`config.mk`:
```
export PLATFORM = sky130hd
export DESIGN_NAME = brs_fifo
export DESIGN_NICKNAME = d
export VERILOG_FILES = /design/src/design/brs_pkg.sv /design/src/design/brs_fifo.sv
export SDC_FILE = /design/constraint.sdc
export NUM_CORES = 1
export LEC_CHECK = 0
export BUFFER_PORTS_ARGS = -buffer_cell sky130_fd_sc_hd__buf_2
export CORE_MARGIN = 1
export CORE_UTILIZATION = 47
export DETAILED_ROUTE_END_ITERATION = 16
export HOLD_SLACK_MARGIN = 0.05
export PLACE_DENSITY = 0.75
export REMOVE_ABC_BUFFERS = 1
export SETUP_SLACK_MARGIN = 0.15
export SYNTH_ARGS = -nofsm -noshare
export SYNTH_HDL_FRONTEND = slang
export SYNTH_SLANG_ARGS = --single-unit
```
`constraint.sdc`:
```
create_clock -name clock -period 4.2 [get_ports clock]
set_input_delay 0 -clock clock [delete_from_list [all_inputs] [get_ports clock]]
set_output_delay 0 -clock clock [all_outputs]
set_load 0.005 [all_outputs]
```
`src/design/brs_pkg.sv`:
```
`timescale 1ns / 1ps
`default_nettype none
// ----------------------------------------------------------------------------
// brs_pkg
// Shared types, codes and defaults of the bilinear RGBA scaler.
// ----------------------------------------------------------------------------
package brs_pkg;

   localparam int DEF_MAX_WIDTH = 1024;
   localparam int DEF_LINES     = 3;
   localparam int DEF_FRAC_BITS = 16;

   localparam int DIM_W       = 11;
   localparam int POS_W       = 26;
   localparam int PIX_W       = 32;
   localparam int CSR_IDX_W   = 3;
   localparam int CSR_DATA_W  = 26;
   localparam int ADDR_MAX_W  = 14;
   localparam int FRAC_MAX_W  = 24;
   localparam int QUEUE_DEPTH = 2;

   localparam logic [CSR_IDX_W-1:0] CSR_SRC_WIDTH  = 3'd0;
   localparam logic [CSR_IDX_W-1:0] CSR_SRC_HEIGHT = 3'd1;
   localparam logic [CSR_IDX_W-1:0] CSR_DST_WIDTH  = 3'd2;
   localparam logic [CSR_IDX_W-1:0] CSR_DST_HEIGHT = 3'd3;
   localparam logic [CSR_IDX_W-1:0] CSR_X_STEP     = 3'd4;
   localparam logic [CSR_IDX_W-1:0] CSR_Y_STEP     = 3'd5;
   localparam logic [CSR_IDX_W-1:0] CSR_ALPHA_FILL = 3'd6;

   localparam logic [7:0] BYTE_MAX = 8'hFF;

   typedef enum logic {
      OP_PUSH = 1'b0,
      OP_PULL = 1'b1
   } opcode_type;

   typedef enum logic [1:0] {
      ST_PIXEL  = 2'd0,
      ST_PUSHED = 2'd1,
      ST_WAIT   = 2'd2,
      ST_DONE   = 2'd3
   } status_type;

   typedef enum logic [1:0] {
      CMD_STATUS = 2'd0,
      CMD_WRITE  = 2'd1,
      CMD_COPY   = 2'd2,
      CMD_BLEND  = 2'd3
   } cmd_kind_type;

   typedef enum logic [1:0] {
      BK_IDLE  = 2'd0,
      BK_READ  = 2'd1,
      BK_BLEND = 2'd2
   } back_state_type;

   typedef struct packed {
      cmd_kind_type                    kind;
      status_type                      status;
      logic [PIX_W-1:0]                data;
      logic [3:0][ADDR_MAX_W-1:0]      addr;
      logic [FRAC_MAX_W-1:0]           fx;
      logic [FRAC_MAX_W-1:0]           fy;
      logic                            row_end;
      logic                            frame_end;
   } cmd_type;

   function automatic logic [POS_W-1:0] sat_add(input logic [POS_W-1:0] pos,
                                                 input logic [POS_W-1:0] step);
      logic [POS_W:0] sum;
      sum = {1'b0, pos} + {1'b0, step};
      return sum[POS_W] ? {POS_W{1'b1}} : sum[POS_W-1:0];
   endfunction

endpackage
`default_nettype wire

```
`src/design/brs_fifo.sv`:
```
`timescale 1ns / 1ps
`default_nettype none
// ----------------------------------------------------------------------------
// brs_fifo
// Short command queue between the front and the back.
// ----------------------------------------------------------------------------
module brs_fifo
   import brs_pkg::*;
(
   input  wire logic    clock,
   input  wire logic    reset,
   input  wire logic    push,
   input  cmd_type      din,
   output logic         full,
   input  wire logic    pop,
   output cmd_type      dout,
   output logic         empty
);

   localparam int PTR_W = (QUEUE_DEPTH > 1) ? $clog2(QUEUE_DEPTH) : 1;
   localparam int CNT_W = $clog2(QUEUE_DEPTH + 1);

   cmd_type            entry_ff [QUEUE_DEPTH];
   logic [PTR_W-1:0]   wr_ptr_ff, wr_ptr_in;
   logic [PTR_W-1:0]   rd_ptr_ff, rd_ptr_in;
   logic [CNT_W-1:0]   count_ff, count_in;
   logic               do_push, do_pop;

   assign full    = (count_ff == CNT_W'(QUEUE_DEPTH));
   assign empty   = (count_ff == '0);
   assign do_push = push && !full;
   assign do_pop  = pop && !empty;
   assign dout    = entry_ff[rd_ptr_ff];

   always_comb begin
      wr_ptr_in = wr_ptr_ff;
      rd_ptr_in = rd_ptr_ff;
      count_in  = count_ff;
      if (do_push) begin
         wr_ptr_in = (wr_ptr_ff == PTR_W'(QUEUE_DEPTH - 1)) ? '0 : wr_ptr_ff + 1'b1;
      end
      if (do_pop) begin
         rd_ptr_in = (rd_ptr_ff == PTR_W'(QUEUE_DEPTH - 1)) ? '0 : rd_ptr_ff + 1'b1;
      end
      if (do_push && !do_pop) begin
         count_in = count_ff + 1'b1;
      end else if (do_pop && !do_push) begin
         count_in = count_ff - 1'b1;
      end
   end

   always_ff @(posedge clock) begin
      if (do_push) begin
         entry_ff[wr_ptr_ff] <= din;
      end
   end

   always_ff @(posedge clock) begin
      if (reset) begin
         wr_ptr_ff <= '0;
         rd_ptr_ff <= '0;
         count_ff  <= '0;
      end else begin
         wr_ptr_ff <= wr_ptr_in;
         rd_ptr_ff <= rd_ptr_in;
         count_ff  <= count_in;
      end
   end

endmodule
`default_nettype wire

```
* Word level (Yosys, flattened, before mapping)
Memories as Yosys holds them, arrays and structs flattened. A register that Yosys moved wholly into a read port is not among the register bits.
Index checks and enable logic that the tools add are counted.
** Word-level totals
- Memory bits (read-only) :: 0
- Bits in registers :: 4
- Memories :: 1
- RAM bits :: 284
- Logic and storage cells :: 27
- Bits in latches :: 0
- Input port bits :: 146
- Output and inout bits :: 144
** Operators by class
- Add/subtract/negate cells :: 4
- Shifts and indexed selects :: 0
- Multiplexer cells :: 8
- Div/mod/pow operators :: 0
- Multiply operators :: 0
- $lt $le $gt $ge :: 0
- Reduce and logical (&&, ||, !) cells :: 10
- Bitwise operators :: 0
- Equal/unequal tests :: 1
** Memories
- entry_ff :: words 2, bits a word 142, read ports 1, clocked after Yosys merged registers in 1, write ports 1, line brs_fifo.sv:23 : cmd_type entry_ff [QUEUE_DEPTH];
** Operators with widths (number)
- 2-to-1 mux 1 bit :: 6
- logical AND 1 bit :: 4
- logical NOT 1 bit :: 4
- 2-to-1 mux 2 bit :: 2
- adder 1 bit, second input constant :: 2
- adder 2 x 1 -> 2 bit, second input constant :: 1
- == test 2 bit, second input constant :: 1
- logical NOT 2 bit :: 1
- nonzero test 2 bit :: 1
- subtractor 2 x 1 -> 2 bit, second input constant :: 1

* Depth between registers and ports, before layout
Gate-level depths: netlist of the first run.
- Depth after elaboration :: 7
- Depth in mapped cells :: 6

* Least setup slack after synthesis of the first run
Ideal clock, no wire load.
- Kind :: reg-to-reg
- From :: register count_ff[1]
- To :: memory entry_ff[1][0] in the netlist's numbering, enable pin
- Cell stages (with the launch flop) :: 4
- Library setup time :: 0.519 ns
- Arrival time :: 3.883 ns
- Required time :: 3.681 ns
- Buffers on the path :: 0
- Slack :: -0.202 ns
- Period minus slack after synthesis :: 4.402 ns
- Cell sequence :: dfxtp_1 nor2b_2 nor2_1 and2_1
** On the way
- Longest elaborated chain between the ends :: 5
** Ends and longest elaborated chain
- start: declaration :: line brs_fifo.sv:26 : logic [CNT_W-1:0] count_ff, count_in;
- start signal: assignment :: line brs_fifo.sv:66 : count_ff <= count_in;
- == test 2 bit :: line brs_fifo.sv:29 : assign full = (count_ff == CNT_W'(QUEUE_DEPTH));
- net full :: line brs_fifo.sv:14 : output logic full,
- logical NOT 1 bit :: line brs_fifo.sv:31 : assign do_push = push && !full;
- logical AND 1 bit :: line brs_fifo.sv:31
- net do_push :: line brs_fifo.sv:27 : logic do_push, do_pop;
- 2-to-1 mux 1 bit :: line brs_fifo.sv:53 : if (do_push) begin
- 2-to-1 mux 1 bit (not written as such) :: line brs_fifo.sv:54 : entry_ff[wr_ptr_ff] <= din;
- end: declaration :: line brs_fifo.sv:23
The timed path passes the listed nets, and every way through them passes these cells.

==> qor.yml, run 1 <==
synthesis:
  synth_cell_types: 15
  synth-seq-area-share_pct: 80.0
  synthCells: 467
  yosysWarnings: 0
  ys_ff_latch: 289
  syn_area_sq_um: 10800
  syn_area_per_cell_sq_um: 23.1
power:
  p_sw_share_pct: 25.0
  clkPwrFrac_pct: 29.0
  seq_power_share_pct: 46.4
  vdd_drop_max_mv: 0.497
  p_leak_nw: 5.76
  switchingPower_mw: 2.04
  combPwrFrac_pct: 24.6
  internal_power_mw: 6.10
  p_per_area_nw_per_um2: 548
  finalPower_mw: 8.14
place:
  placed_cell_area_sq_um: 12500
  routabilityCongestion: 0.719
  placed_cells: 1032
  dpl_worst_slack_ns: 1.82
  port_buffers: 289
  place_hpwl_mm: 12.5
run:
  maxCapViolations: 0
route:
  routed-via-count: 5925
  route.detailed.drc: 0
  avgViaCountPerCell: 4.83
  first_iter_violations: 298
  wl_per_cell_microns: 17.8
  ant_nets: 0
  dr.pass1.iters: 4
  routed_wl_mm: 21.9
min_path:
  min_to: "entry_ff[0][120]"
  hold_path_depth: 2
  min_path_type: "input pin to register"
  hold_start: "din[120]"
finish:
  instances_no_fill: 1226
  drive_gt1_share_pct: 50.6
  diodes: 0
  layout_commonest_cell: "buf_2"
  fin_util_pct: 65.8
  most-common-layout-cells: "buf_2, edfxtp_1, dlygate4sd3_1"
  final_net_count: 1071
  synthToLayoutAreaGrowth_pct: 37.7
  fin_area_sq_um: 14900
floorplan:
  core_sq_um: 22600
  dieWidth_microns: 154
  io_pins: 290
  initial_core_util_pct: 47.8
  dieArea_sq_um: 23600
  rows: 55
  die_h_microns: 154
critical_path:
  cp_top_family: "flip-flops"
  cpPeakStageDelay_ns: 0.76
  path_cells: "buf_4 > mux2_2 > buf_2"
  endpoint_kind: "output port"
  reg2reg_depth: 4
  setup.worst_path.start_class: "register"
  crit_buf_inv: 2
  cp_max_fo: 40
  crit_required_ns: 4.20
  critPathKind: "register to output port"
  r2r-end: "entry_ff[0][76]"
  critPathArrivalTime_ns: 2.46
  cpMaxStageDelayCell: "dfxtp_4"
  r2r-start: "count_ff[0]"
  worst-r2r-setup-slack_ns: 1.83
clock_tree:
  clock_sinks: 289
  clock_latency_ns: 0.52
  cts_tree: "done"
  root_buffer: "clkbuf_16"
  cts.clk_slew.worst_paths_ns: 0.06
  cts_buffers: 29
  htreeDepth: 1
  clock_path_buffers: 3
sta:
  fin_hold_ws_ns: 0.192
  fmax_ghz: 0.407
  finClkSkew_ns: 0.00822
  maxSlewViolCount: 0
  grt_setup_unrepaired: "false"
  finalSetupViolCount: 0
  fin_crit_sh_pct: 58.5
  fin_ws_ns: 1.74
  tns_ns: 0
  period_needed_ns: 2.46
  worst_slew_pin_slew_ns: 0.800
  max_slew_margin_pct: 46.7
  hold_violations: 0
global_routing:
  grt_max_degree: 81
  antenna_found_initial: 1
  grt_pass1_vias: 6336
  gr-total-overflow: 0
  grt_pass1_wl_mm: 33.4
  grtUsageTotal_pct: 18.2
run_status:
  outcome: "finished clean"
-- worst max-delay path by stage --
| stage | cells past startpoint | endpoint | slack, ns | start |
|---|---|---|---|---|
| floorplan | 1 | dout[0] | -0.92 | register |
| global placement | 4 | entry_ff[0][78] | 1.89 | count_ff[1] |
| detailed placement | 4 | entry_ff[0][15] | 1.82 | count_ff[0] |
| CTS | 3 | dout[22] | 1.71 | register |
| global route | 3 | dout[22] | 1.61 | register |
| finish | 3 | dout[22] | 1.74 | register |
-- power by group through the flow --
stage / clock, mW / sequential (mW) / combinational [mW]
floorplan: 0 / 3.97 / 1.21
global placement: 0 / 3.81 / 1.87
detailed placement: 0 / 3.84 / 1.89
CTS: 2.41 / 3.78 / 2.01
global route: 2.51 / 3.82 / 2.14
finish: 2.36 / 3.78 / 2.00
-- state kept, by name (all words and copies together) (netlist names), named ones only --
| name | cells |
|---|---|
| entry_ff | 284 |
| count_ff | 2 |
| rd_ptr_ff | 1 |
| wr_ptr_ff | 1 |
-- per-layer routing --
metal / up-vias / GRT usage (%) / wire, microns
met5: - / 0 / 13
met4: 2 / 5.29 / 448
met3: 41 / 4.57 / 1500
met2: 226 / 33.0 / 11300
met1: 2887 / 21.2 / 8580
li1: 2769 / - / -
-- cell type report --
type / count / area (sq um)
well taps: 285 / 357
clock inverters: 10 / 93.8
fillers: 1500 / 7720
inverters: 2 / 12.5
clock buffers: 38 / 759
multi-input cells: 160 / 2010
flip-flops and latches: 289 / 8630
repair buffers: 442 / 2990
-- worst register-to-register path, stage by stage (launching register included) --
cell	delay [ns]
dfxtp_1	0.44
nor2b_2	0.10
or3_1	0.41
inv_6	0.59
buf_4	0.50
-- timing repair --
action,4_1_cts,5_1_grt
buffers inserted,0,0
hold buffers,146,0
endpoints found under the hold margin,289,0
resized for setup,0,0
-- cells in the mapped netlist --
cell type  instances  area, sq um
mux2_4            80         1200
a21oi_1            2         10.0
buf_6             10          113
mux2_2            62          698
o21ai_0            3         15.0
nor2_1             5         18.8
nor2b_2            1         8.76
buf_2              6         30.0
xor2_1             3         26.3
or3_1              2         12.5
ha_1               1         12.5
edfxtp_1         284         8530
and2_1             1         6.26
inv_1              2         7.51
dfxtp_1            5          100
-- kinds of logic after synthesis --
kind of cell    count (synthesis)  share of synthesized area [%]
compound gates                  5                          0.232
xor+xnor                        3                          0.244
fa+ha+maj                       1                          0.116
buf+inv                        18                           1.39
flops                         289                           80.0
mux                           142                           17.6
simple gates                    9                          0.429
(Power assumes the default switching activity.)
==> run 2, diff against run 1 <==
==> constraint.sdc (replaced) <==
create_clock -name clock -period 2.03 [get_ports clock]
set_input_delay 0 -clock clock [delete_from_list [all_inputs] [get_ports clock]]
set_output_delay 0 -clock clock [all_outputs]
set_load 0.005 [all_outputs]
==> qor.yml, run 2 (same netlist as run 1, synthesis figures left out) <==
power:
  p_sw_share_pct: 25.3
  seq_power_share_pct: 44.6
  switchingPower_mw: 4.38
  internal_power_mw: 12.9
  clkPwrFrac_pct: 29.7
  p_per_area_nw_per_um2: 1150
  vdd_drop_max_mv: 0.837
  p_leak_nw: 5.88
  finalPower_mw: 17.3
  combPwrFrac_pct: 25.8
critical_path:
  r2r-end: "entry_ff[0][84]"
  crit_required_ns: 2.03
  worst-r2r-setup-slack_ns: 0.27
  cpMaxStageDelayCell: "dfxtp_4"
  cpPeakStageDelay_ns: 0.47
  critPathArrivalTime_ns: 1.81
  r2r-start: "count_ff[0]"
  path_cells: "buf_12 > mux2_2 > buf_2"
  cp_max_fo: 33
  critPathKind: "register to output port"
  endpoint_kind: "output port"
  reg2reg_depth: 4
  setup.worst_path.start_class: "register"
floorplan:
  rows: 55
  core_sq_um: 22600
  die_h_microns: 154
  initial_core_util_pct: 47.8
  io_pins: 290
  dieArea_sq_um: 23600
  dieWidth_microns: 154
finish:
  top_register: "entry_ff"
  drive_gt1_share_pct: 51.9
  synthToLayoutAreaGrowth_pct: 40.0
  instances_no_fill: 1246
  largest_reg_flops: 284
  multi_input_area_sq_um: 2010
  final_net_count: 1084
  layout_commonest_cell: "buf_2"
  seqCellArea_sq_um: 8630
  fillers: 1508
  top_regs: "entry_ff: 284 flops, count_ff: 2 flops"
  fin_util_pct: 66.9
  most-common-layout-cells: "buf_2, edfxtp_1, dlygate4sd3_1"
route:
  first_iter_violations: 360
  route.detailed.drc: 0
  routed-via-count: 6075
  routed_wl_mm: 22.3
  dr.pass1.iters: 4
  wl_per_cell_microns: 17.9
  ant_nets: 0
  avgViaCountPerCell: 4.88
clock_tree:
  cts_tree: "done"
  cts_buffers: 29
  clock_path_buffers: 3
  clock_sinks: 289
  htreeDepth: 1
  clock_latency_ns: 0.53
  cts.clk_slew.worst_paths_ns: 0.06
  root_buffer: "clkbuf_16"
global_routing:
  grt_max_degree: 57
  gr-total-overflow: 0
  grt_pass1_vias: 6379
  grt_pass1_wl_mm: 33.6
  grtUsageTotal_pct: 18.3
  antenna_found_initial: 3
sta:
  grt_setup_unrepaired: "false"
  fin_crit_sh_pct: 89.1
  maxSlewViolCount: 0
  period_needed_ns: 1.81
  fin_ws_ns: 0.222
  hold_violations: 0
  fmax_ghz: 0.553
  finalSetupViolCount: 0
  max_slew_margin_pct: 73.2
  finClkSkew_ns: 0.00608
  worst_slew_pin_slew_ns: 0.398
run_status:
  outcome: "finished clean"
min_path:
  min_to: "entry_ff[0][87]"
  hold_path_depth: 2
  hold_start: "din[87]"
  min_path_type: "input pin to register"
run:
  maxCapViolations: 0
place:
  routabilityCongestion: 0.737
  dpl_worst_slack_ns: 0.302
  port_buffers: 289
  place_hpwl_mm: 13.0
  placed_cells: 1042
==> run 2: changes by cell type in the layout (fill, tap and decap cells not counted), sizes merged <==
cell / before / now
buf: 296 / 310
bufinv: 2 / 3
clkbuf: 38 / 31
clkinv: 8 / 16
clkinvlp: 0 / 2
diode: 0 / 2
dlygate4sd3: 146 / 145
inv: 2 / 3
==> run 2: timing repair <==
item	4_1_cts	5_1_grt
setup endpoints to repair	54	0
setup buffers	4	0
hold buffers	145	0
gates resized for setup	3	0
hold endpoints to repair	289	0
==> run 2: how the worst max path moves through the flow <==
stage,start,to,slack [ns],depth (start not counted)
5_1_grt,register,dout[127],0.15,3
2_1_floorplan,register,dout[0],-3.09,1
6_report,register,dout[127],0.22,3
4_1_cts,register,dout[29],0.19,3
3_3_place_gp,count_ff[1],entry_ff[0][73],0.31,4
3_5_place_dp,count_ff[0],entry_ff[0][73],0.30,4
==> run 2: routing by layer <==
| metal | global-route usage (%) | share of wire (%) | up-vias |
|---|---|---|---|
| li1 | - | - | 2804 |
| met1 | 21.2 | 38 | 2956 |
| met2 | 32.7 | 52 | 259 |
| met3 | 4.54 | 6.7 | 54 |
| met4 | 6.86 | 3.2 | 2 |
| met5 | 0 | 0.036 | - |
==> run 2: area by class of cell <==
type,count,share of cell area (%)
diodes,2,0.0331
repair buffers,455,20.9
clock buffers,31,4.86
multi-input cells,160,13.3
clock inverters,22,1.25
inverters,2,0.0829
well taps,285,2.36
flip-flops and latches,289,57.2
==> run 2: critical path: cells and delay by family, from the launching register on <==
family	cells	cell delay [ns]
mux	1	0.37
buf+inv	2	0.41
flops	1	0.47
==> run 2: stage by stage <==
| stage | TNS (ns) | hold WS, ns | instance area, sq um |
|---|---|---|---|
| after global routing | 0 | 0.186 | 15100 |
| final | 0 | 0.197 | 15100 |
| after detailed placement | 0 | 0.191 | 12700 |
| after floorplan | -1057.61 | 0.0691 | 10600 |
| after global placement | 0 | 0.187 | 12700 |
| after CTS | 0 | 0.166 | 15100 |
==> run 2: power groups by stage <==
| stage | clock (mW) | combinational [mW] | sequential [mW] |
|---|---|---|---|
| finish | 5.13 | 4.46 | 7.72 |
| global route | 5.44 | 4.76 | 7.78 |
| CTS | 5.23 | 4.47 | 7.72 |
| detailed placement | 0 | 4.14 | 7.85 |
| global placement | 0 | 4.11 | 7.81 |
| floorplan | 0 | 2.00 | 8.10 |
