### src/design/brs_pkg.sv
`timescale 1ns / 1ps
`default_nettype none
// ----------------------------------------------------------------------------
// brs_pkg
// Shared types, codes and defaults of the bilinear RGBA scaler.
// ----------------------------------------------------------------------------
package brs_pkg;

   localparam int DEF_MAX_WIDTH = 1024;
   localparam int DEF_LINES     = 3;
   localparam int DEF_FRAC_BITS = 16;

   localparam int DIM_W       = 11;
   localparam int POS_W       = 26;
   localparam int PIX_W       = 32;
   localparam int CSR_IDX_W   = 3;
   localparam int CSR_DATA_W  = 26;
   localparam int ADDR_MAX_W  = 14;
   localparam int FRAC_MAX_W  = 24;
   localparam int QUEUE_DEPTH = 2;

   localparam logic [CSR_IDX_W-1:0] CSR_SRC_WIDTH  = 3'd0;
   localparam logic [CSR_IDX_W-1:0] CSR_SRC_HEIGHT = 3'd1;
   localparam logic [CSR_IDX_W-1:0] CSR_DST_WIDTH  = 3'd2;
   localparam logic [CSR_IDX_W-1:0] CSR_DST_HEIGHT = 3'd3;
   localparam logic [CSR_IDX_W-1:0] CSR_X_STEP     = 3'd4;
   localparam logic [CSR_IDX_W-1:0] CSR_Y_STEP     = 3'd5;
   localparam logic [CSR_IDX_W-1:0] CSR_ALPHA_FILL = 3'd6;

   localparam logic [7:0] BYTE_MAX = 8'hFF;

   typedef enum logic {
      OP_PUSH = 1'b0,
      OP_PULL = 1'b1
   } opcode_type;

   typedef enum logic [1:0] {
      ST_PIXEL  = 2'd0,
      ST_PUSHED = 2'd1,
      ST_WAIT   = 2'd2,
      ST_DONE   = 2'd3
   } status_type;

   typedef enum logic [1:0] {
      CMD_STATUS = 2'd0,
      CMD_WRITE  = 2'd1,
      CMD_COPY   = 2'd2,
      CMD_BLEND  = 2'd3
   } cmd_kind_type;

   typedef enum logic [1:0] {
      BK_IDLE  = 2'd0,
      BK_READ  = 2'd1,
      BK_BLEND = 2'd2
   } back_state_type;

   typedef struct packed {
      cmd_kind_type                    kind;
      status_type                      status;
      logic [PIX_W-1:0]                data;
      logic [3:0][ADDR_MAX_W-1:0]      addr;
      logic [FRAC_MAX_W-1:0]           fx;
      logic [FRAC_MAX_W-1:0]           fy;
      logic                            row_end;
      logic                            frame_end;
   } cmd_type;

   function automatic logic [POS_W-1:0] sat_add(input logic [POS_W-1:0] pos,
                                                 input logic [POS_W-1:0] step);
      logic [POS_W:0] sum;
      sum = {1'b0, pos} + {1'b0, step};
      return sum[POS_W] ? {POS_W{1'b1}} : sum[POS_W-1:0];
   endfunction

endpackage
`default_nettype wire

### src/design/brs_front.sv
`timescale 1ns / 1ps
`default_nettype none
// ----------------------------------------------------------------------------
// brs_front
// Configuration registers, frame counters and transaction classification.
// ----------------------------------------------------------------------------
module brs_front
   import brs_pkg::*;
#(
   parameter int MAX_WIDTH = DEF_MAX_WIDTH,
   parameter int LINES     = DEF_LINES,
   parameter int FRAC_BITS = DEF_FRAC_BITS
)(
   input  wire logic                  clock,
   input  wire logic                  reset,
   input  wire logic                  csr_we,
   input  wire logic [CSR_IDX_W-1:0]  csr_index,
   input  wire logic [CSR_DATA_W-1:0] csr_data,
   input  wire logic                  req_push,
   input  wire logic                  req_opcode,
   input  wire logic [PIX_W-1:0]      req_src_pixel,
   output logic                       req_full,
   input  wire logic                  cmd_full,
   output logic                       cmd_push,
   output cmd_type                    cmd
);

   localparam int               RECIP_SH = 16;
   localparam logic [16:0]      RECIP    = 17'(((1 << RECIP_SH) + LINES - 1) / LINES);
   localparam logic [12:0]      MAXW_X   = 13'(MAX_WIDTH);

   logic [DIM_W-1:0]  src_width_ff, src_height_ff, dst_width_ff, dst_height_ff;
   logic [POS_W-1:0]  x_step_ff, y_step_ff;
   logic              alpha_fill_ff;

   logic [DIM_W-1:0]  push_column_ff, push_column_in;
   logic [DIM_W-1:0]  push_row_ff, push_row_in;
   logic [DIM_W-1:0]  out_column_ff, out_column_in;
   logic [DIM_W-1:0]  out_row_ff, out_row_in;
   logic [POS_W-1:0]  x_position_ff, x_position_in;
   logic [POS_W-1:0]  y_position_ff, y_position_in;

   logic              accept, scaling, both_done, src_done, out_done;
   logic [DIM_W-1:0]  w, h, ow, oh, wm1, hm1;
   logic [DIM_W-1:0]  pr, pc, orow, ocol, top, top_ls, y1, x0, x1;
   logic [POS_W-1:0]  xp, yp, yint, xint;
   logic [1:0]        y0_line, y1_line;
   logic              push_block, pass_ready, emit;
   logic [PIX_W-1:0]  pix;

   function automatic logic [1:0] line_of(input logic [DIM_W-1:0] v);
      logic [DIM_W+16:0] prod;
      logic [DIM_W-1:0]  q;
      logic [DIM_W+1:0]  r;
      prod = (DIM_W+17)'(v) * (DIM_W+17)'(RECIP);
      q    = DIM_W'(prod >> RECIP_SH);
      r    = (DIM_W+2)'(v) - (DIM_W+2)'(q) * (DIM_W+2)'(LINES);
      return r[1:0];
   endfunction

   function automatic logic [ADDR_MAX_W-1:0] addr_of(input logic [1:0] line,
                                                     input logic [DIM_W-1:0] col);
      return ADDR_MAX_W'(line) * ADDR_MAX_W'(MAX_WIDTH) + ADDR_MAX_W'(col);
   endfunction

   assign req_full = cmd_full;
   assign accept   = req_push && !cmd_full;
   assign cmd_push = accept;

   always_ff @(posedge clock) begin
      if (reset) begin
         src_width_ff  <= DIM_W'(1024);
         src_height_ff <= DIM_W'(1024);
         dst_width_ff  <= '0;
         dst_height_ff <= '0;
         x_step_ff     <= '0;
         y_step_ff     <= '0;
         alpha_fill_ff <= 1'b0;
      end else if (csr_we) begin
         case (csr_index)
            CSR_SRC_WIDTH:  src_width_ff  <= csr_data[DIM_W-1:0];
            CSR_SRC_HEIGHT: src_height_ff <= csr_data[DIM_W-1:0];
            CSR_DST_WIDTH:  dst_width_ff  <= csr_data[DIM_W-1:0];
            CSR_DST_HEIGHT: dst_height_ff <= csr_data[DIM_W-1:0];
            CSR_X_STEP:     x_step_ff     <= csr_data[POS_W-1:0];
            CSR_Y_STEP:     y_step_ff     <= csr_data[POS_W-1:0];
            CSR_ALPHA_FILL: alpha_fill_ff <= csr_data[0];
            default: ;
         endcase
      end
   end

   always_comb begin
      scaling = (dst_width_ff != '0) && (dst_height_ff != '0);
      if (src_width_ff == '0) begin
         w = DIM_W'(1);
      end else if ({2'b00, src_width_ff} > MAXW_X) begin
         w = DIM_W'(MAX_WIDTH);
      end else begin
         w = src_width_ff;
      end
      h   = (src_height_ff == '0) ? DIM_W'(1) : src_height_ff;
      ow  = scaling ? dst_width_ff : w;
      oh  = scaling ? dst_height_ff : h;
      wm1 = w - 1'b1;
      hm1 = h - 1'b1;

      both_done = (push_row_ff >= h) && (out_row_ff >= oh);
      pr   = both_done ? '0 : push_row_ff;
      pc   = both_done ? '0 : push_column_ff;
      orow = both_done ? '0 : out_row_ff;
      ocol = both_done ? '0 : out_column_ff;
      xp   = both_done ? '0 : x_position_ff;
      yp   = both_done ? '0 : y_position_ff;
      src_done = (pr >= h);
      out_done = (orow >= oh);

      yint   = yp >> FRAC_BITS;
      xint   = xp >> FRAC_BITS;
      top    = (yint < POS_W'(hm1)) ? DIM_W'(yint) : hm1;
      top_ls = scaling ? top : orow;
      y1     = ({1'b0, top} + 1'b1 < {1'b0, h}) ? top + 1'b1 : hm1;
      x0     = (xint < POS_W'(wm1)) ? DIM_W'(xint) : wm1;
      x1     = ({1'b0, x0} + 1'b1 < {1'b0, w}) ? x0 + 1'b1 : wm1;

      y0_line = line_of(top);
      if (y1 == top) begin
         y1_line = y0_line;
      end else begin
         y1_line = (y0_line == 2'(LINES - 1)) ? 2'd0 : y0_line + 1'b1;
      end

      push_block = !out_done &&
                   ({1'b0, pr} >= {1'b0, top_ls} + (DIM_W+1)'(LINES));
      pass_ready = (pr > orow) || ((pr == orow) && (pc > ocol));
      pix = alpha_fill_ff ? {BYTE_MAX, req_src_pixel[23:0]} : req_src_pixel;
   end

   always_comb begin
      cmd            = '0;
      cmd.kind       = CMD_STATUS;
      cmd.status     = ST_DONE;
      emit           = 1'b0;
      push_row_in    = pr;
      push_column_in = pc;
      out_row_in     = orow;
      out_column_in  = ocol;
      x_position_in  = xp;
      y_position_in  = yp;

      if (req_opcode == OP_PUSH) begin
         if (src_done) begin
            cmd.status = ST_DONE;
         end else if (push_block) begin
            cmd.status = ST_WAIT;
         end else begin
            cmd.kind    = CMD_WRITE;
            cmd.status  = ST_PUSHED;
            cmd.data    = pix;
            cmd.addr[0] = addr_of(line_of(pr), pc);
            if (pc + 1'b1 >= w) begin
               push_column_in = '0;
               push_row_in    = pr + 1'b1;
            end else begin
               push_column_in = pc + 1'b1;
            end
         end
      end else if (out_done) begin
         cmd.status = ST_DONE;
      end else if (scaling) begin
         if (pr <= y1) begin
            cmd.status = ST_WAIT;
         end else begin
            cmd.kind      = CMD_BLEND;
            cmd.status    = ST_PIXEL;
            cmd.addr[0]   = addr_of(y0_line, x0);
            cmd.addr[1]   = addr_of(y0_line, x1);
            cmd.addr[2]   = addr_of(y1_line, x0);
            cmd.addr[3]   = addr_of(y1_line, x1);
            cmd.fx        = FRAC_MAX_W'(xp[FRAC_BITS-1:0]);
            cmd.fy        = FRAC_MAX_W'(yp[FRAC_BITS-1:0]);
            x_position_in = sat_add(xp, x_step_ff);
            emit          = 1'b1;
         end
      end else begin
         if (!pass_ready) begin
            cmd.status = ST_WAIT;
         end else begin
            cmd.kind    = CMD_COPY;
            cmd.status  = ST_PIXEL;
            cmd.addr[0] = addr_of(line_of(orow), ocol);
            emit        = 1'b1;
         end
      end

      if (emit) begin
         if (ocol + 1'b1 >= ow) begin
            out_column_in = '0;
            out_row_in    = orow + 1'b1;
            if (scaling) begin
               x_position_in = '0;
               y_position_in = sat_add(yp, y_step_ff);
            end
            cmd.row_end   = 1'b1;
            cmd.frame_end = (orow + 1'b1 >= oh);
         end else begin
            out_column_in = ocol + 1'b1;
         end
      end
   end

   always_ff @(posedge clock) begin
      if (reset) begin
         push_column_ff <= '0;
         push_row_ff    <= '0;
         out_column_ff  <= '0;
         out_row_ff     <= '0;
         x_position_ff  <= '0;
         y_position_ff  <= '0;
      end else if (accept) begin
         push_column_ff <= push_column_in;
         push_row_ff    <= push_row_in;
         out_column_ff  <= out_column_in;
         out_row_ff     <= out_row_in;
         x_position_ff  <= x_position_in;
         y_position_ff  <= y_position_in;
      end
   end

endmodule
`default_nettype wire

### config.mk
export PLATFORM = sky130hd
export DESIGN_NAME = brs_front
export DESIGN_NICKNAME = d
export VERILOG_FILES = /design/src/design/brs_pkg.sv /design/src/design/brs_front.sv
export SDC_FILE = /design/constraint.sdc
export NUM_CORES = 1
export LEC_CHECK = 0
export BUFFER_PORTS_ARGS = -buffer_cell sky130_fd_sc_hd__buf_2
export CORE_AREA = 2 2 174 304
export DETAILED_ROUTE_END_ITERATION = 8
export DIE_AREA = 0 0 176 306
export SLEW_MARGIN = 20
export SYNTH_ARGS = -nofsm -noshare
export SYNTH_HDL_FRONTEND = slang
export SYNTH_SLANG_ARGS = --single-unit
### constraint.sdc
create_clock -name clock -period 12.2 [get_ports clock]
set_input_delay 0.61 -clock clock [delete_from_list [all_inputs] [get_ports clock]]
set_output_delay 0.61 -clock clock [all_outputs]
set_load 0.005 [all_outputs]
# Yosys cells after proc, flatten, opt, wreduce, memory -nomap -nowiden
# Index checks and enable logic that the tools add are counted.
# classes
eq_ne	9
addsub	23
muxes	76
n_lt_le_gt_ge	16
mul	6
n_reduce_logical	20
# ops
op	n
$mux 26	14
$mux 11	26
$mux 32	4
$mux 104	1
$mux 103	1
$mux 48	2
$mux 42	2
$add 12x11->13	6
$ge 11x11->1	7
$mul 11x14->25 const B	3
$add 11x1->11 const B	6
$add 26x26->27	2
$mux 13	3
$mul 10x2->2 const B	3
$mux 14	2
$mux 2	13
$add 11x1->12 const B	2
$lt 12x11->1	2
$eq 11x11->1	2
$gt 11x11->1	2
$logic_not 11->1	2
$lt 10x11->1	2
$reduce_bool 11->1	2
$sub 11x1->11 const B	2
17 further kinds	39
# word_totals
regBits	193
word_cells	163
out_inout_bits	144

# Depth between registers and ports, before layout
# Gate-level depths: netlist (run 1).
# logic_depth
depth_word	19
ltp_mapped	57
ltp_nobuf	47

# Least setup slack after synthesis (run 1)
# Ideal clock, no wire load.
# synth_timing
path_type	reg2out
from	register dst_width_ff[3]
to	output cmd[103] (netlist name)
path_stages_with_launch	55
setup_slack_ns	-0.064
arrival_time_ns	11.654
cell_sequence	dfxtp_1 > nor4_1 > nand3_1 > and2_1 > buf_6 > clkbuf_1 > clkbuf_1 > clkbuf_1 > a21oi_1 > ha_1 > a21o_1 > a21o_1 > a21o_1 > o221a_4 > o21ai_4 > buf_6 > buf_2 > buf_2 > [19 not listed] > fa_1 > inv_1 > ha_1 > a2111oi_0 > o21ai_0 > a221o_1 > xor2_1 > ha_1 > xor2_1 > xnor2_1 > xnor2_1 > xnor2_1 > xnor2_1 > nor2_1 > mux2_1 > ha_1 > ha_1 > and2_1
# synth_lines
element	line	text
start, declared	brs_front.sv:32	logic [DIM_W-1:0] src_width_ff, src_height_ff, dst_width_ff, dst_height_ff;
start signal, assigned	brs_front.sv:83	CSR_DST_WIDTH: dst_width_ff <= csr_data[DIM_W-1:0];
end, declared	brs_front.sv:25	output cmd_type cmd

==> qor.yml, run 1 <==
synth:
  avgSynthCellArea_um2: 7.76
  synth_edf_count: 0
  yosysSeqAreaShare_pct: 16.9
  ys_types: 93
  syn-cell-area_um2: 22900
  synth_area_leaders: "ha_1 (20%), dfxtp_1 (17%), fa_1 (8.1%), nand2_1 (6.9%), a21oi_1 (5.4%)"
  ys.flop_type: "dfxtp_1"
  yosysTopAreaCell: "ha_1"
  ys_seq_elements: 193
  yosysWarnings: 0
  synth_top_cell_area_share_pct: 20.4
  netlist_instances: 2947
  async_flop_share_pct: 0
sta:
  fin_skew_ns: 0.0180
  layout_min_cycle_time_ns: 11.73
  slew_headroom_pct: 28.0
  finalHoldViolCount: 0
  maxSlewViolCount: 0
  period_share_pct: 96.2
  setup_violations: 0
  whs_ns: 0.394
  setup_tns_ns: 0
  worst_slew_pin_slew_ns: 1.07
  fmax_mhz: 85.2
  setup_ws_ns: 0.466
route:
  route.detailed.drc: 0
  antenna_left: 0
  dr.pass1.iters: 5
  via_per_inst: 5.88
  post_drt_wl_per_cell_um: 21.8
  drtIter0Drc: 1162
  vias: 22400
  finalWirelength_mm: 82.8
place:
  dp_hpwl_mm: 66.3
  port_buffers: 189
  dp.cells: 3749
  place_congestion: 0.967
  dp_slack_ns: -0.151
  dpl_cell_area_um2: 24600
pwr:
  powerDensity_nw_per_um2: 57.4
  irDropWorstVdd_v: 0.000122
  finalPower_mw: 1.47
  leakage_nw: 13.1
clock_network:
  cts_made_buffers: 17
  clk_path_buf_depth: 2
  path_clk_slew_ns: 0.09
  clk-insertion-delay-late_ns: 0.47
  tritoncts: "built"
  clock_sinks: 193
  htreeDepth: 4
  cts_root_buf: "clkbuf_16"
critical_path:
  slowest_stage: "fa_1"
  cp.required_ns: 11.59
  end_kind: "output port"
  start_kind: "flop"
  critPathArrivalTime_ns: 11.12
  crit_path_frequent_cell: "ha_1"
  path_class: "flop to output port"
  critPathMaxStageDelay_ns: 0.53
  path_max_fanout: 5
die:
  pin_count: 211
  coreArea_um2: 51300
  die_y_um: 306
  die_x_um: 176
  dieArea_um2: 53900
  initial_core_util_pct: 44.5
  rows: 110
outcome:
  status: "completed"
grt:
  antenna_found_initial: 2
  grt_pass1_vias: 22700
  grt_pass1_wl_mm: 127
  grt_start_max_net_pins: 73
  grt_use_total_pct: 30.4
  overflow: 0
cells_and_area:
  final_cells: 3802
  drive_gt1_share_pct: 12.6
  final_nets: 3648
  post-route-util_pct: 50.0
  nFillCells: 5113
  final_common_cell: "nand2_1"
  fin_area_um2: 25700
  syn_to_final_growth_pct: 12.2
  most-common-layout-cells: "nand2_1 (416), ha_1 (370), inv_1 (262)"
  antenna-diode-count: 0
flow_run:
  maxCapViolations: 0
worst_hold_path:
  hp-class: "input port to flop"
## cells by family (layout without fill, tap and decap cells)
kind of cell,after synthesis,after routing,share of synthesized area (%)
DFF,193,193,16.9
AOI/OAI and AO/OA,690,690,20.0
buffers and inverters,418,576,7.53
and+or+nand+nor,1024,1026,20.9
other,1,24,0.0164
xor gates and xnor gates,132,132,5.06
muxes,25,25,1.15
adders and majority gates,464,464,28.4
## worst paths after layout
check                    startpoint                end  slack, ns  depth (start not counted)
hold / removal         csr_data[22]      x_step_ff[22]       0.39                          3
hold reg to reg   x_position_ff[22]  x_position_ff[22]       0.44                          2
setup / recovery   dst_height_ff[3]           cmd[103]       0.47                         50
setup reg to reg   dst_height_ff[3]  y_position_ff[25]       1.11                         49
## metal layers
layer  part of all wire (%)  track usage, %  vias up
met1                     36            30.6    10800
met2                     52            56.3      714
met5                  0.013               0        -
met3                    4.2            3.60      273
met4                    8.7            23.2        2
li1                       -               -    10600
## flip-flops by register name (all words and copies together), names as in the netlist
register / flops
out_column_ff: 11
x_step_ff: 26
push_column_ff: 11
push_row_ff: 11
x_position_ff: 26
src_width_ff: 11
alpha_fill_ff: 1
y_position_ff: 26
dst_height_ff: 11
dst_width_ff: 11
y_step_ff: 26
src_height_ff: 11
out_row_ff: 11
## power by group
group | internal (mW) | switching, mW | leakage (nW)
clock network | 0.281 | 0.319 | 0.294
logic | 0.0784 | 0.150 | 11.3
registers | 0.637 | 0.00940 | 1.56
## synth_stat cells, types with 13 or more instances
| cell type | n |
|---|---|
| nand2_1 | 418 |
| buf_4 | 31 |
| o211ai_1 | 20 |
| fa_1 | 92 |
| clkbuf_1 | 96 |
| a211oi_1 | 26 |
| and2_1 | 93 |
| a21o_1 | 76 |
| xnor2_1 | 101 |
| a21oi_1 | 248 |
| ha_1 | 372 |
| nand2b_1 | 27 |
| nor3_1 | 40 |
| buf_2 | 17 |
| and3_1 | 33 |
| o21ai_0 | 83 |
| nor2b_1 | 25 |
| o31ai_1 | 14 |
| a221oi_1 | 16 |
| a31oi_1 | 13 |
| inv_1 | 265 |
| nor4_1 | 15 |
| dfxtp_1 | 193 |
| nand4_1 | 43 |
| mux2i_1 | 15 |
| xor2_1 | 31 |
| nor2_1 | 209 |
| nand3_1 | 71 |
| o21a_1 | 29 |
## repair_timing
action                                  4_1_cts  5_1_grt
pin swaps                                     4       22
cloned                                        0        2
gates resized for setup                      11       58
hold buffers                                  0        0
endpoints found under the setup margin       11       16
buffers inserted                              6       13
## cell type report
cell class | instances | area, um^2 | share of cell area (%)
multi-input combinational | 2361 | 17700 | 68.9
sequential | 193 | 3870 | 15.1
timing repair buffer | 277 | 1640 | 6.40
inverter | 267 | 1000 | 3.92
tap | 672 | 841 | 3.28
clock buffer | 17 | 425 | 1.66
clock inverter | 15 | 188 | 0.731
## critical path: cells and delay by family, from the launching register on
kind,cells,cell delay [ns]
adders and majority gates,11,3.52
DFF,1,0.34
buffers and inverters,8,0.87
AOI/OAI and AO/OA,15,3.19
and+or+nand+nor,9,1.43
muxes,1,0.28
xor gates and xnor gates,6,1.01
Power figures use the tool's default switching activity.
==> run 2: changes to the inputs <==
Settings changed: PLACE_DENSITY set to 0.63.
==> qor.yml, run 2 (synthesized netlist as in run 1, its figures left out) <==
place:
  dp_hpwl_mm: 65.7  # -0.91%
  port_buffers: 189  # unchanged
  dp_slack_ns: -0.0708  # +0.0800 ns
  place_congestion: 0.951  # -1.6%
  dp.cells: 3753  # +0.11%
critical_path:
  cp_num_buf_inv: 6  # -2
  rrSetupSlack_ns: 1.22  # +0.11 ns
  slowest_stage: "fa_1"
  end_kind: "output port"
  path_delay_family: "adder cells"
  start_kind: "flop"
  cp.required_ns: 11.59  # about the same
  path_max_fanout: 6  # +1
  critPathMaxStageDelay_ns: 0.55  # +0.02 ns
  critPathArrivalTime_ns: 11.26  # +0.14 ns
  crit_path_frequent_cell: "ha_1"
  path_class: "flop to output port"
clock_network:
  tritoncts: "built"
  htreeDepth: 4  # unchanged
  path_clk_slew_ns: 0.07  # -0.02 ns
  clk_path_buf_depth: 2  # unchanged
  cts_made_buffers: 17  # unchanged
  ctsHoldBuffers: 0  # unchanged
  clock_sinks: 193  # unchanged
  clk-insertion-delay-late_ns: 0.47  # about the same
  cts_root_buf: "clkbuf_16"
cells_and_area:
  drive_gt1_share_pct: 12.7  # +0.11 points
  multi_input_area_um2: 17700  # -0.15%
  most-common-layout-cells: "nand2_1 (416), ha_1 (370), inv_1 (261)"
  antenna-diode-count: 0  # unchanged
  final_common_cell: "nand2_1"
  nFillCells: 5124  # +0.22%
  final_cells: 3815  # +0.34%
  post-route-util_pct: 50.0  # unchanged
  regArea_um2: 3870  # about the same
  syn_to_final_growth_pct: 12.2  # unchanged
  final_nets: 3661  # +0.36%
sta:
  worst_slew_pin_slew_ns: 1.08  # +0.00774 ns
  maxSlewViolCount: 0  # unchanged
  fmax_mhz: 84.2  # -1.2%
  setup_tns_ns: 0  # unchanged
  fin_skew_ns: 0.0162  # -0.00177 ns
  setup_ws_ns: 0.327  # -0.139 ns
  setup_violations: 0  # unchanged
  period_share_pct: 97.3  # +1.1 points
  rsz0062_at_grt: "true"
  layout_min_cycle_time_ns: 11.87  # +0.139 ns
  finalHoldViolCount: 0  # unchanged
  slew_headroom_pct: 27.6  # -0.40 points
route:
  post_drt_wl_per_cell_um: 21.5  # -1.1%
  finalWirelength_mm: 82.2  # -0.72%
  route.detailed.drc: 0  # unchanged
  vias: 22300  # -0.41%
  drtIter0Drc: 1219  # +4.9%
  antenna_left: 0  # unchanged
  dr.pass1.iters: 5  # unchanged
  via_per_inst: 5.83  # -0.75%
grt:
  grt_use_total_pct: 30.2  # -0.15 points
  grt_pass1_vias: 22400  # -1.3%
  antenna_found_initial: 0  # -2
  grt_pass1_wl_mm: 126  # -0.81%
  grt_start_max_net_pins: 87  # +19%
  overflow: 0  # unchanged
die:
  pin_count: 211  # unchanged
  rows: 110  # unchanged
  die_y_um: 306  # unchanged
  die_x_um: 176  # unchanged
  coreArea_um2: 51300  # unchanged
  initial_core_util_pct: 44.5  # unchanged
  dieArea_um2: 53900  # unchanged
pwr:
  leakage_nw: 13.1  # +0.21%
  powerDensity_nw_per_um2: 57.1  # -0.60%
  irDropWorstVdd_v: 0.000128  # +5.2%
  finalPower_mw: 1.47  # -0.60%
outcome:
  status: "completed"
worst_hold_path:
  hp-class: "input port to flop"
flow_run:
  maxCapViolations: 0  # unchanged
==> run 2: cell types whose count changed in the layout (fill, tap and decap cells not counted), sizes merged <==
| cell | change |
|---|---|
| clkbuf | +1 |
| bufinv | +1 |
| clkinvlp | +1 |
| clkinv | -3 |
| o21ai | +1 |
| buf | +12 |
==> run 2: metal layers <==
metal / wire (um) / global-route usage (%) / vias to the layer above
li1: - / - / 10600
met1: 29300 / 30.8 / 10600
met2: 41700 / 55.1 / 707
met3: 3260 / 2.86 / 284
met4: 7930 / 25.3 / 0
met5: 0 / 0 / -
==> run 2: through the flow <==
stage	hold slack, ns	cell area [um^2]
2_1_floorplan	0.415	23000
3_3_place_gp	0.426	24600
3_5_place_dp	0.433	24600
4_1_cts	0.385	25300
5_1_grt	0.403	25700
6_report	0.402	25700
==> run 2: area by class of cell <==
type | instances | area share (%)
multi-input combinational | 2362 | 68.8
sequential | 193 | 15.1
timing repair buffer | 289 | 6.64
inverter | 267 | 3.91
tap | 672 | 3.28
clock buffer | 18 | 1.71
clock inverter | 14 | 0.556
==> run 2: final timing paths <==
kind / start / to / cells past startpoint
setup / recovery: dst_height_ff[4] / cmd[103] / 48
hold / removal: csr_data[12] / x_step_ff[12] / 3
setup reg to reg: dst_height_ff[4] / y_position_ff[25] / 46
hold reg to reg: x_position_ff[22] / x_position_ff[22] / 2
==> run 2: timing repair <==
action                                  CTS  global route
endpoints found under the setup margin   16            82
buffers inserted                          8            19
gates cloned                              1             2
resized for setup                        19            40
pin swaps                                 5            22
==> run 2: tightest hold or removal path: cells and delay by family <==
family	cells	cell delay, ns
AOI/OAI and AO/OA	1	0.05
buffers and inverters	1	0.11
and+or+nand+nor	1	0.05
==> run 2: where the power goes <==
group | internal [mW] | leakage, nW | switching (mW) | total (mW)
combinational | 0.0799 | 11.3 | 0.150 | 0.230
clock | 0.294 | 0.282 | 0.296 | 0.590
sequential | 0.637 | 1.56 | 0.00926 | 0.646
total | 1.01 | 13.1 | 0.454 | 1.47
==> run 3: changes to the inputs <==
Settings changed: CTS_BUF_LIST set to sky130_fd_sc_hd__clkbuf_4, PLACE_DENSITY 0.63 to 0.62.
==> qor.yml, run 3 (synthesized netlist as in run 1, its figures left out) <==
outcome:
  status: "completed"
cells_and_area:
  most-common-layout-cells: "nand2_1 (416), ha_1 (358), inv_1 (259)"
  final_common_cell: "nand2_1"
  fin_area_um2: 25700  # +0.21%
  final_nets: 3668  # +0.19%
  drive_gt1_share_pct: 14.0  # +1.2 points
  multi_input_area_um2: 17900  # +1.2%
  nFillCells: 5162  # +0.74%
  syn_to_final_growth_pct: 12.4
  regArea_um2: 3870  # about the same
sta:
  maxSlewViolCount: 0  # unchanged
  setup_violations: 0  # unchanged
  finalHoldViolCount: 0  # unchanged
  slew_headroom_pct: 22.4  # -5.1 points
  layout_min_cycle_time_ns: 11.82  # -0.0529 ns
  rsz0062_at_grt: "true"
  fmax_mhz: 84.6  # +0.45%
  period_share_pct: 96.9  # -0.43 points
  whs_ns: 0.160  # -0.242 ns
  worst_slew_pin_slew_ns: 1.16  # +0.0776 ns
  fin_skew_ns: 0.0280  # +0.0118 ns
place:
  dpl_cell_area_um2: 24600  # -0.16%
  port_buffers: 189  # unchanged
  place_congestion: 0.948  # -0.38%
  dp_hpwl_mm: 66.1  # +0.52%
clock_network:
  clk-insertion-delay-late_ns: 0.69  # +0.22 ns
  htreeDepth: 4  # unchanged
  ctsHoldBuffers: 0  # unchanged
  path_clk_slew_ns: 0.19  # +0.12 ns
  tritoncts: "built"
  clock_sinks: 193  # unchanged
  cts_made_buffers: 17  # unchanged
  clk_path_buf_depth: 2  # unchanged
  cts_root_buf: "clkbuf_4"
critical_path:
  crit_path_frequent_cell: "buf_4"
  end_kind: "output port"
  path_delay_family: "adder cells"
  start_kind: "flop"
  critPathArrivalTime_ns: 11.21  # -0.05 ns
  cp.required_ns: 11.59  # about the same
  cp_num_buf_inv: 11  # +5
  critPathMaxStageDelay_ns: 0.53  # -0.02 ns
  crit_cells: 50  # +4.2%
  path_class: "flop to output port"
  path_max_fanout: 12  # +6
  r2r_cells: 51  # +11%
  slowest_stage: "fa_1"
die:
  die_x_um: 176  # unchanged
  pin_count: 211  # unchanged
  dieArea_um2: 53900  # unchanged
  coreArea_um2: 51300  # unchanged
  rows: 110  # unchanged
  die_y_um: 306  # unchanged
  initial_core_util_pct: 44.5  # unchanged
route:
  post_drt_wl_per_cell_um: 21.6  # +0.45%
  dr.pass1.iters: 8  # +3
  antenna_left: 0  # unchanged
  drtIter0Drc: 1254  # +2.9%
  vias: 22400  # +0.51%
  finalWirelength_mm: 82.7  # +0.66%
  route.detailed.drc: 0  # unchanged
  via_per_inst: 5.85  # +0.30%
worst_hold_path:
  hold-path-cell-count: 3  # unchanged
  hp-class: "input port to flop"
grt:
  overflow: 0  # unchanged
  grt_pass1_wl_mm: 126  # +0.20%
  grt_start_max_net_pins: 77  # -11%
  antenna_found_initial: 2  # +2
  grt_pass1_vias: 22700  # +1.2%
  grt_use_total_pct: 30.2  # about the same
pwr:
  leakage_nw: 13.1  # -0.46%
  irDropWorstVdd_v: 0.000105  # -18%
  powerDensity_nw_per_um2: 48.9  # -14%
flow_run:
  maxCapViolations: 0  # unchanged
==> run 3: changes by cell type in the layout (fill, tap and decap cells not counted), sizes merged <==
cell and delta:
buf +7, bufinv -1, clkinv +4, diode +1, inv -2, o21ai -1
==> run 3: final cells by class <==
class                      instances  area share (%)
antenna                            1         0.00973
tap                              672            3.27
timing repair buffer             297            7.09
clock inverter                    15           0.671
multi-input combinational       2361            69.5
sequential                       193            15.1
inverter                         267            3.90
clock buffer                      17           0.496
==> run 3: repair_timing <==
action,in CTS,in global routing
pin swaps,14,35
gates cloned,2,1
resized for setup,30,72
setup endpoints to repair,87,88
buffers inserted,18,22
==> run 3: path summary, 6_finish.rpt <==
kind	slack [ns]	end	from
setup / recovery	0.38	cmd[103]	dst_height_ff[0]
hold / removal	0.16	x_step_ff[12]	csr_data[12]
setup reg to reg	1.24	y_position_ff[25]	dst_height_ff[0]
hold reg to reg	0.45	x_position_ff[22]	x_position_ff[22]
==> run 3: worst reg2reg max path, delay by kind of cell, from the launching register on <==
family	cells	cell delay (ns)
adder cells (fa/ha/maj)	5	1.29
buffers and inverters	9	1.84
AO/OA/AOI/OAI	22	4.17
AND/OR/NAND/NOR	13	2.77
multiplexers	1	0.09
flip-flops	1	0.38
XOR/XNOR	1	0.32
==> run 3: report_power, final <==
group	total, mW	switching (mW)	internal (mW)
Clock	0.372	0.277	0.0945
Sequential	0.648	0.00927	0.638
Combinational	0.239	0.154	0.0850
Total	1.26	0.440	0.818
==> run 3: per-stage QoR <==
stage	total power [mW]	util (%)	worst slack [ns]	TNS, ns	instances
floorplan	0.788	-	0.0147	0	2970
global placement	0.869	47.8	0.110	0	3747
detailed placement	0.873	47.9	-0.271	-0.641	3747
CTS	1.25	49.0	0.0100	0	3799
global route	1.31	50.1	-0.0827	-0.163	3823
finish	1.26	50.1	0.379	0	3823
==> run 3: metal layers <==
layer  global-route usage, %  vias to the layer above  part of all wire [%]
met5                       0                        -                 0.016
met2                    55.8                      765                    51
li1                        -                    10600                     -
met1                    30.9                    10600                    36
met3                    3.05                      317                   4.0
met4                    23.4                        2                   9.2
